$ cat src/rtl/b64e_pkg.sv
// b64e_pkg: shared types, constants and the sextet-to-character function
// of the base64 stream encoder; depends on nothing
`default_nettype none

package b64e_pkg;

	// depth of the group queue between front and back
	localparam int unsigned FIFO_DEPTH = 2;

	// ascii codes
	localparam logic [7:0] PAD_CHAR   = 8'h3D;   // '='
	localparam logic [7:0] PLUS_CHAR  = 8'h2B;   // '+'
	localparam logic [7:0] SLASH_CHAR = 8'h2F;   // '/'
	localparam logic [7:0] UPPER_A    = 8'h41;   // 'A'
	localparam logic [7:0] LOWER_A    = 8'h61;   // 'a'
	localparam logic [7:0] DIGIT_0    = 8'h30;   // '0'

	localparam logic [5:0] SEXTET_MASK = 6'h3F;

	// number of data sextets in a group, the rest are padding
	localparam logic [2:0] NVALID_ONE_BYTE  = 3'd2;
	localparam logic [2:0] NVALID_TWO_BYTES = 3'd3;
	localparam logic [2:0] NVALID_FULL      = 3'd4;

	// one 24-bit group ready for character output
	typedef struct packed {
		logic [23:0] bits;     // first byte in bits 23..16
		logic [2:0]  nvalid;   // data sextets, 2 to 4
		logic        last;     // last group of the message
	} group_t;

	// queue status seen by the front and the back
	typedef struct packed {
		logic full;
		logic valid;
	} fifo_status_t;

	function automatic logic [7:0] sextet_to_char(input logic [5:0] sx);
		logic [7:0] sx8;
		sx8 = {2'b00, sx & SEXTET_MASK};
		if (sx < 6'd26) begin
			sextet_to_char = 8'(UPPER_A + sx8);
		end else if (sx < 6'd52) begin
			sextet_to_char = 8'(LOWER_A + sx8 - 8'd26);
		end else if (sx < 6'd62) begin
			sextet_to_char = 8'(DIGIT_0 + sx8 - 8'd52);
		end else if (sx == 6'd62) begin
			sextet_to_char = PLUS_CHAR;
		end else begin
			sextet_to_char = SLASH_CHAR;
		end
	endfunction

endpackage

`default_nettype wire

$ cat src/rtl/b64e_front.sv
// b64e_front: accepts input bytes, holds up to two pending bytes and
// forms 24-bit groups for the queue; depends on b64e_pkg
`default_nettype none

module b64e_front (
	input  wire logic                  clk,
	input  wire logic                  arst_n,
	input  wire logic                  s_tvalid,
	output logic                       s_tready,
	input  wire logic [7:0]            s_tdata,    // in_byte
	input  wire logic                  s_tlast,    // in_last
	input  wire b64e_pkg::fifo_status_t status,
	output logic                       push,
	output b64e_pkg::group_t           group
);

	logic [1:0]  cnt_q;
	logic [15:0] pend_q;
	logic        accept;
	logic        complete;

	assign s_tready = !status.full;
	assign accept   = s_tvalid && s_tready;
	assign complete = (cnt_q == 2'd2) || s_tlast;
	assign push     = accept && complete;

	always_comb begin
		group.last = s_tlast;
		priority if (cnt_q == 2'd2) begin
			group.bits   = {pend_q, s_tdata};
			group.nvalid = b64e_pkg::NVALID_FULL;
		end else if (cnt_q == 2'd1) begin
			group.bits   = {pend_q[15:8], s_tdata, 8'h00};
			group.nvalid = b64e_pkg::NVALID_TWO_BYTES;
		end else begin
			group.bits   = {s_tdata, 16'h0000};
			group.nvalid = b64e_pkg::NVALID_ONE_BYTE;
		end
	end

	always_ff @(posedge clk or negedge arst_n) begin
		if (!arst_n) begin
			cnt_q  <= 2'd0;
			pend_q <= 16'h0000;
		end else if (accept) begin
			if (complete) begin
				cnt_q  <= 2'd0;
				pend_q <= 16'h0000;
			end else begin
				if (cnt_q == 2'd0) begin
					pend_q <= {s_tdata, 8'h00};
				end else begin
					pend_q[7:0] <= s_tdata;
				end
				cnt_q <= 2'(cnt_q + 2'd1);
			end
		end
	end

endmodule

`default_nettype wire

$ cat src/rtl/b64e_fifo.sv
// b64e_fifo: short register queue of groups between front and back;
// depends on b64e_pkg
`default_nettype none

module b64e_fifo #(
	parameter int unsigned DEPTH = b64e_pkg::FIFO_DEPTH
) (
	input  wire logic              clk,
	input  wire logic              arst_n,
	input  wire logic              push,
	input  wire b64e_pkg::group_t  wr_data,
	input  wire logic              pop,
	output b64e_pkg::group_t       rd_data,
	output b64e_pkg::fifo_status_t status
);

	localparam int unsigned AW = (DEPTH > 1) ? $clog2(DEPTH) : 1;
	localparam int unsigned CW = $clog2(DEPTH + 1);

	b64e_pkg::group_t mem_q [DEPTH];
	logic [AW-1:0]    wr_ptr_q;
	logic [AW-1:0]    rd_ptr_q;
	logic [CW-1:0]    count_q;
	logic             do_push;
	logic             do_pop;

	assign status.full  = (count_q == CW'(DEPTH));
	assign status.valid = (count_q != '0);
	assign do_push      = push && !status.full;
	assign do_pop       = pop && status.valid;
	assign rd_data      = mem_q[rd_ptr_q];

	always_ff @(posedge clk) begin
		if (do_push) begin
			mem_q[wr_ptr_q] <= wr_data;
		end
	end

	always_ff @(posedge clk or negedge arst_n) begin
		if (!arst_n) begin
			wr_ptr_q <= '0;
			rd_ptr_q <= '0;
			count_q  <= '0;
		end else begin
			if (do_push) begin
				wr_ptr_q <= (wr_ptr_q == AW'(DEPTH - 1)) ? '0 : AW'(wr_ptr_q + 1'b1);
			end
			if (do_pop) begin
				rd_ptr_q <= (rd_ptr_q == AW'(DEPTH - 1)) ? '0 : AW'(rd_ptr_q + 1'b1);
			end
			if (do_push && !do_pop) begin
				count_q <= CW'(count_q + 1'b1);
			end else if (do_pop && !do_push) begin
				count_q <= CW'(count_q - 1'b1);
			end
		end
	end

endmodule

`default_nettype wire

$ cat src/rtl/b64e_back.sv
// b64e_back: takes groups from the queue and sends four characters per
// group through an output register; depends on b64e_pkg
`default_nettype none

module b64e_back (
	input  wire logic                   clk,
	input  wire logic                   arst_n,
	input  wire b64e_pkg::fifo_status_t status,
	input  wire b64e_pkg::group_t       head,
	output logic                        pop,
	output logic                        m_tvalid,
	input  wire logic                   m_tready,
	output logic [7:0]                  m_tdata,    // out_char
	output logic                        m_tlast     // out_last
);

	b64e_pkg::group_t cur_q;
	logic             busy_q;
	logic [1:0]       k_q;
	logic             adv;
	logic             emit;
	logic [5:0]       sx;
	logic [7:0]       ch;

	assign adv  = !m_tvalid || m_tready;
	assign emit = adv && busy_q;
	// reload the group register when idle or on its fourth character
	assign pop  = status.valid && (!busy_q || (emit && k_q == 2'd3));

	always_comb begin
		unique case (k_q)
			2'd0: sx = cur_q.bits[23:18];
			2'd1: sx = cur_q.bits[17:12];
			2'd2: sx = cur_q.bits[11:6];
			2'd3: sx = cur_q.bits[5:0];
			default: sx = cur_q.bits[5:0];
		endcase
		ch = ({1'b0, k_q} < cur_q.nvalid) ? b64e_pkg::sextet_to_char(sx)
		                                  : b64e_pkg::PAD_CHAR;
	end

	always_ff @(posedge clk) begin
		if (pop) begin
			cur_q <= head;
		end
		if (emit) begin
			m_tdata <= ch;
			m_tlast <= cur_q.last && (k_q == 2'd3);
		end
	end

	always_ff @(posedge clk or negedge arst_n) begin
		if (!arst_n) begin
			busy_q   <= 1'b0;
			k_q      <= 2'd0;
			m_tvalid <= 1'b0;
		end else begin
			if (adv) begin
				m_tvalid <= busy_q;
			end
			if (emit) begin
				k_q <= 2'(k_q + 2'd1);
			end
			if (pop) begin
				busy_q <= 1'b1;
			end else if (emit && k_q == 2'd3) begin
				busy_q <= 1'b0;
			end
		end
	end

endmodule

`default_nettype wire

$ cat src/rtl/base64_stream_encoder_top.sv
// base64 stream encoder: a group that the closing beat completes passes
// through the queue and the group register to the character output register;
// the back sends one character per cycle while the receiver is ready and
// groups are queued, four per group; bytes that close no group go in
// one per cycle while the group queue has room.
// reset (arst_n low, asynchronous) empties pending bytes, queue and output
`default_nettype none

module base64_stream_encoder_top #(
	parameter int unsigned FIFO_DEPTH = b64e_pkg::FIFO_DEPTH
) (
	input  wire logic       clk,
	input  wire logic       arst_n,
	// input bytes
	input  wire logic       s_tvalid,
	output logic            s_tready,
	input  wire logic [7:0] s_tdata,    // in_byte
	input  wire logic       s_tlast,    // in_last
	// encoded characters
	output logic            m_tvalid,
	input  wire logic       m_tready,
	output logic [7:0]      m_tdata,    // out_char
	output logic            m_tlast     // out_last
);

	// front to queue
	logic                   push;
	b64e_pkg::group_t       wr_group;
	// queue to back
	logic                   pop;
	b64e_pkg::group_t       head;
	b64e_pkg::fifo_status_t status;

	// front: gathers bytes, builds a group on the third or last byte
	b64e_front u_front (
		.clk      (clk),
		.arst_n   (arst_n),
		.s_tvalid (s_tvalid),
		.s_tready (s_tready),
		.s_tdata  (s_tdata),
		.s_tlast  (s_tlast),
		.status   (status),
		.push     (push),
		.group    (wr_group)
	);

	// queue: lets the front keep taking bytes while the back drains
	b64e_fifo #(
		.DEPTH (FIFO_DEPTH)
	) u_fifo (
		.clk     (clk),
		.arst_n  (arst_n),
		.push    (push),
		.wr_data (wr_group),
		.pop     (pop),
		.rd_data (head),
		.status  (status)
	);

	// back: maps sextets to characters, padding past the data with '='
	b64e_back u_back (
		.clk      (clk),
		.arst_n   (arst_n),
		.status   (status),
		.head     (head),
		.pop      (pop),
		.m_tvalid (m_tvalid),
		.m_tready (m_tready),
		.m_tdata  (m_tdata),
		.m_tlast  (m_tlast)
	);

endmodule

`default_nettype wire

$ cat config.mk
export PLATFORM = sky130hd
export DESIGN_NAME = base64_stream_encoder_top
export DESIGN_NICKNAME = d
export VERILOG_FILES = /design/src/rtl/b64e_pkg.sv /design/src/rtl/b64e_front.sv /design/src/rtl/b64e_fifo.sv /design/src/rtl/b64e_back.sv /design/src/rtl/base64_stream_encoder_top.sv
export SDC_FILE = /design/constraint.sdc
export NUM_CORES = 1
export LEC_CHECK = 0
export ABC_CLOCK_PERIOD_IN_PS = 4600
export BUFFER_PORTS_ARGS = -buffer_cell sky130_fd_sc_hd__buf_2
export CORE_MARGIN = 2
export CORE_UTILIZATION = 35
export DETAILED_ROUTE_END_ITERATION = 8
export GPL_ROUTABILITY_DRIVEN = 0
export PLACE_DENSITY = 0.54
export SLEW_MARGIN = 20
export SYNTH_ARGS = -nofsm -noshare
export SYNTH_HDL_FRONTEND = slang
export SYNTH_SLANG_ARGS = --single-unit
$ cat constraint.sdc
create_clock -name clk -period 4.6 [get_ports clk]
set_clock_uncertainty 0.15 [all_clocks]
set_input_delay 0.92 -clock clk [delete_from_list [all_inputs] [get_ports clk]]
set_output_delay 0.92 -clock clk [all_outputs]
set_load 0.02 [all_outputs]
==> flow_metrics.env <==
export IMPL_status="completed"
export IMPL_reg2reg_slack_ns=1.21
export IMPL_cts_htree_levels=4
export IMPL_arrival_ns=3.39
export IMPL_overflow=0
export IMPL_drcViolationCount=0
export IMPL_crit_start="u_back.k_q[1]"
export IMPL_postSynthCellCount=338
export IMPL_viasPerCell=5.08
export IMPL_totalWireLength_mm=9.80
export IMPL_synth_fp_nets=364
export IMPL_fillers=1302
export IMPL_ys_ff_latch=119
export IMPL_grt_pass1_vias=2849
export IMPL_avgRoutedWirePerCell_um=17.2
export IMPL_whs_path_depth=1
export IMPL_grt_first_pass_wirelength_mm=15.7
export IMPL_tightest_slew_ns=0.964
export IMPL_ioPinCount=24
export IMPL_synth_avg_cell_area_um2=15.2
export IMPL_grt_setup_unrepaired="false"
export IMPL_clk_path_buf_depth=2
export IMPL_finalSetupViolations=0
export IMPL_worstRegToRegCells=9
export IMPL_synthFlopType="edfxtp_1"
export IMPL_cts_root_buf="clkbuf_16"
export IMPL_hold_path_class="flop to flop"
export IMPL_async_reset_ff_frac=0.218
export IMPL_drv_slew=0
export IMPL_antenna_found_initial=0
export IMPL_io_buffers=23
export IMPL_synth_top_area_frac=0.542
export IMPL_relSlewSlack=0.353
export IMPL_first_pass_iters=5
export IMPL_fin_setup_tns_ns=0
export IMPL_hp_start="u_back.busy_q"
export IMPL_start_util=0.356
export IMPL_hold_viol=0
export IMPL_post_synth_top_area_cell="edfxtp_1"
export IMPL_post_route_period_util=0.738
export IMPL_criticalPathCategory="flop to flop"
export IMPL_rows=44
export IMPL_powerDensity_mw_per_mm2=783
export IMPL_cts_buffers=17
export IMPL_critPathMaxFanout=12
export IMPL_r2r_end="u_back.m_tdata[1]"
export IMPL_startpoint_type="flop"
export IMPL_clk_transition_reported_paths_ns=0.05
export IMPL_multi_input_area_mm2=0.00162
export IMPL_fmax_mhz=295
export IMPL_synth_edf_count=93
export IMPL_maxCapViolCount=0
export IMPL_vias=2894
export IMPL_ir_worst_vdd_v=0.000309
export IMPL_diodes=0
export IMPL_ys_warnings_count=0
export IMPL_hold_ws_ns=0.334
export IMPL_drtIter0Drc=250
export IMPL_critPathRequiredTime_ns=4.60
export IMPL_die_area_mm2=0.0157
export IMPL_insertion_delay_ns=0.40
export IMPL_die_h_um=125
export IMPL_regArea_mm2=0.00344
export IMPL_drive_above_1_share=0.298
export IMPL_ant_nets=0
export IMPL_track_usage=0.133
export IMPL_cts_tree="done"
export IMPL_coreArea_mm2=0.0145
export IMPL_timing_final_crit_period_ns=3.39
export IMPL_netlist_cell_type_count=49
export IMPL_crit_path_end_kind="flop"
export IMPL_power_leakage_nw=2.28
export IMPL_cts_resized=0
export IMPL_synthTopCellsByArea="edfxtp_1, dfrtp_1, mux2_2"
export IMPL_hold_end="u_back.m_tvalid"
export IMPL_syn_cell_area_mm2=0.00515
export IMPL_cts_hold_buf=0
export IMPL_grt_max_degree=30
export IMPL_yosysSeqAreaShare=0.668
export IMPL_die_w_um=125
export IMPL_worstReg2RegStart="u_back.k_q[1]"
export IMPL_syn_to_final_growth_pct=18.2
export IMPL_total_power_mw=4.77
export IMPL_post_cts_setup_buffers=0
export IMPL_cts_sinks=119
export IMPL_dp_hpwl_mm=6.57
export IMPL_nets=399
-- registers in the layout, summed over array words and instances, names as in the netlist --
register         flops
u_fifo.mem_q        56
u_back.cur_q        28
u_front.pend_q      16
u_back.m_tdata       8
u_back.k_q           2
u_fifo.count_q       2
u_front.cnt_q        2
u_back.busy_q        1
u_back.m_tlast       1
u_back.m_tvalid      1
u_fifo.rd_ptr_q      1
u_fifo.wr_ptr_q      1
-- critical path: stages, from the launching register on --
cell and delay [ns]:
dfrtp_1 0.41, inv_1 0.12, ha_1 0.29, a222oi_1 0.13
a21oi_1 0.71, ha_1 0.43, inv_1 0.13, a21oi_2 0.21
mux2_2 0.36, o221a_1 0.20
-- cells in the mapped netlist, drive strengths merged (6+ instances only) --
cell    instances
a22o           23
and2           12
nor3            6
o21ai           9
nor2            8
edfxtp         93
clkbuf          8
mux2           39
a21oi          12
inv            17
dfrtp          26
ha             13
nand2          11
-- cell type report --
| cell class | instances | area share |
|---|---|---|
| tap | 184 | 0.0378 |
| multi-input combinational | 192 | 0.265 |
| inverter | 17 | 0.0105 |
| sequential | 119 | 0.565 |
| timing repair buffer | 26 | 0.0226 |
| clock inverter | 14 | 0.0281 |
| clock buffer | 18 | 0.0705 |
-- stage by stage --
step | instance area (um^2) | setup slack [ns] | util | instances
floorplan | 5150 | 0.828 | - | 338
global placement | 5480 | 1.42 | 0.378 | 538
detailed placement | 5480 | 1.29 | 0.378 | 538
CTS | 6080 | 1.28 | 0.420 | 570
global route | 6090 | 0.987 | 0.421 | 570
finish | 6090 | 1.21 | 0.421 | 570
-- worst max-delay path by stage --
stage	to	slack (ns)	depth (start not counted)
6_report	u_back.m_tdata[1]	1.21	9
5_1_grt	u_back.m_tdata[1]	0.99	8
4_1_cts	u_back.m_tdata[1]	1.28	9
3_5_place_dp	u_back.m_tdata[1]	1.29	8
3_3_place_gp	u_back.m_tdata[1]	1.42	8
2_1_floorplan	u_fifo.mem_q[0][0]	0.83	3
-- routing by layer --
layer | global-route usage | vias up | wire [um]
met3 | 0.0441 | 15 | 351
met1 | 0.175 | 1408 | 4710
met4 | 0.0614 | 0 | 225
met5 | 0 | - | 0
li1 | - | 1382 | -
met2 | 0.198 | 89 | 4510
-- placed cells by master, fill, tap and decap left out, types with 2 or more instances in the layout --
master       n
edfxtp_1    93
mux2_2      39
dfrtp_1     26
a22o_1      23
buf_2       23
clkbuf_16   17
inv_1       13
ha_1        13
nand2_1     10
and2_1      10
a21oi_1      9
nor2_1       8
o21ai_0      8
a222oi_1     5
xor2_1       5
nor3_1       4
a211oi_1     4
o211ai_1     4
inv_6        4
inv_2        3
mux2i_1      3
nand2b_1     3
and3_1       3
nand3_1      3
xnor2_1      3
nor4_1       3
bufinv_16    3
buf_4        3
nor2b_1      2
clkinv_1     2
and2_2       2
nor3_2       2
and2b_2      2
a21o_2       2
a21oi_2      2
a221oi_1     2
clkinv_4     2
clkinv_2     2
clkinvlp_4   2
-- cell families (layout without fill, tap and decap cells) --
kind of cell | Yosys count | count (layout) | share of synthesized area
xor+xnor | 8 | 8 | 0.0136
compound gates | 71 | 71 | 0.109
fa+ha+maj | 13 | 13 | 0.0316
buf+inv | 27 | 75 | 0.0214
simple gates | 57 | 57 | 0.0624
mux | 43 | 43 | 0.0937
flops | 119 | 119 | 0.668
-- where the power goes --
group          switching, mW  internal (mW)  leakage [nW]
clock                  0.473          0.855         0.289
sequential             0.114           1.59          1.20
combinational           1.04          0.688         0.797
total                   1.63           3.13          2.28
Note: power is estimated with default switching activity, not from simulation.
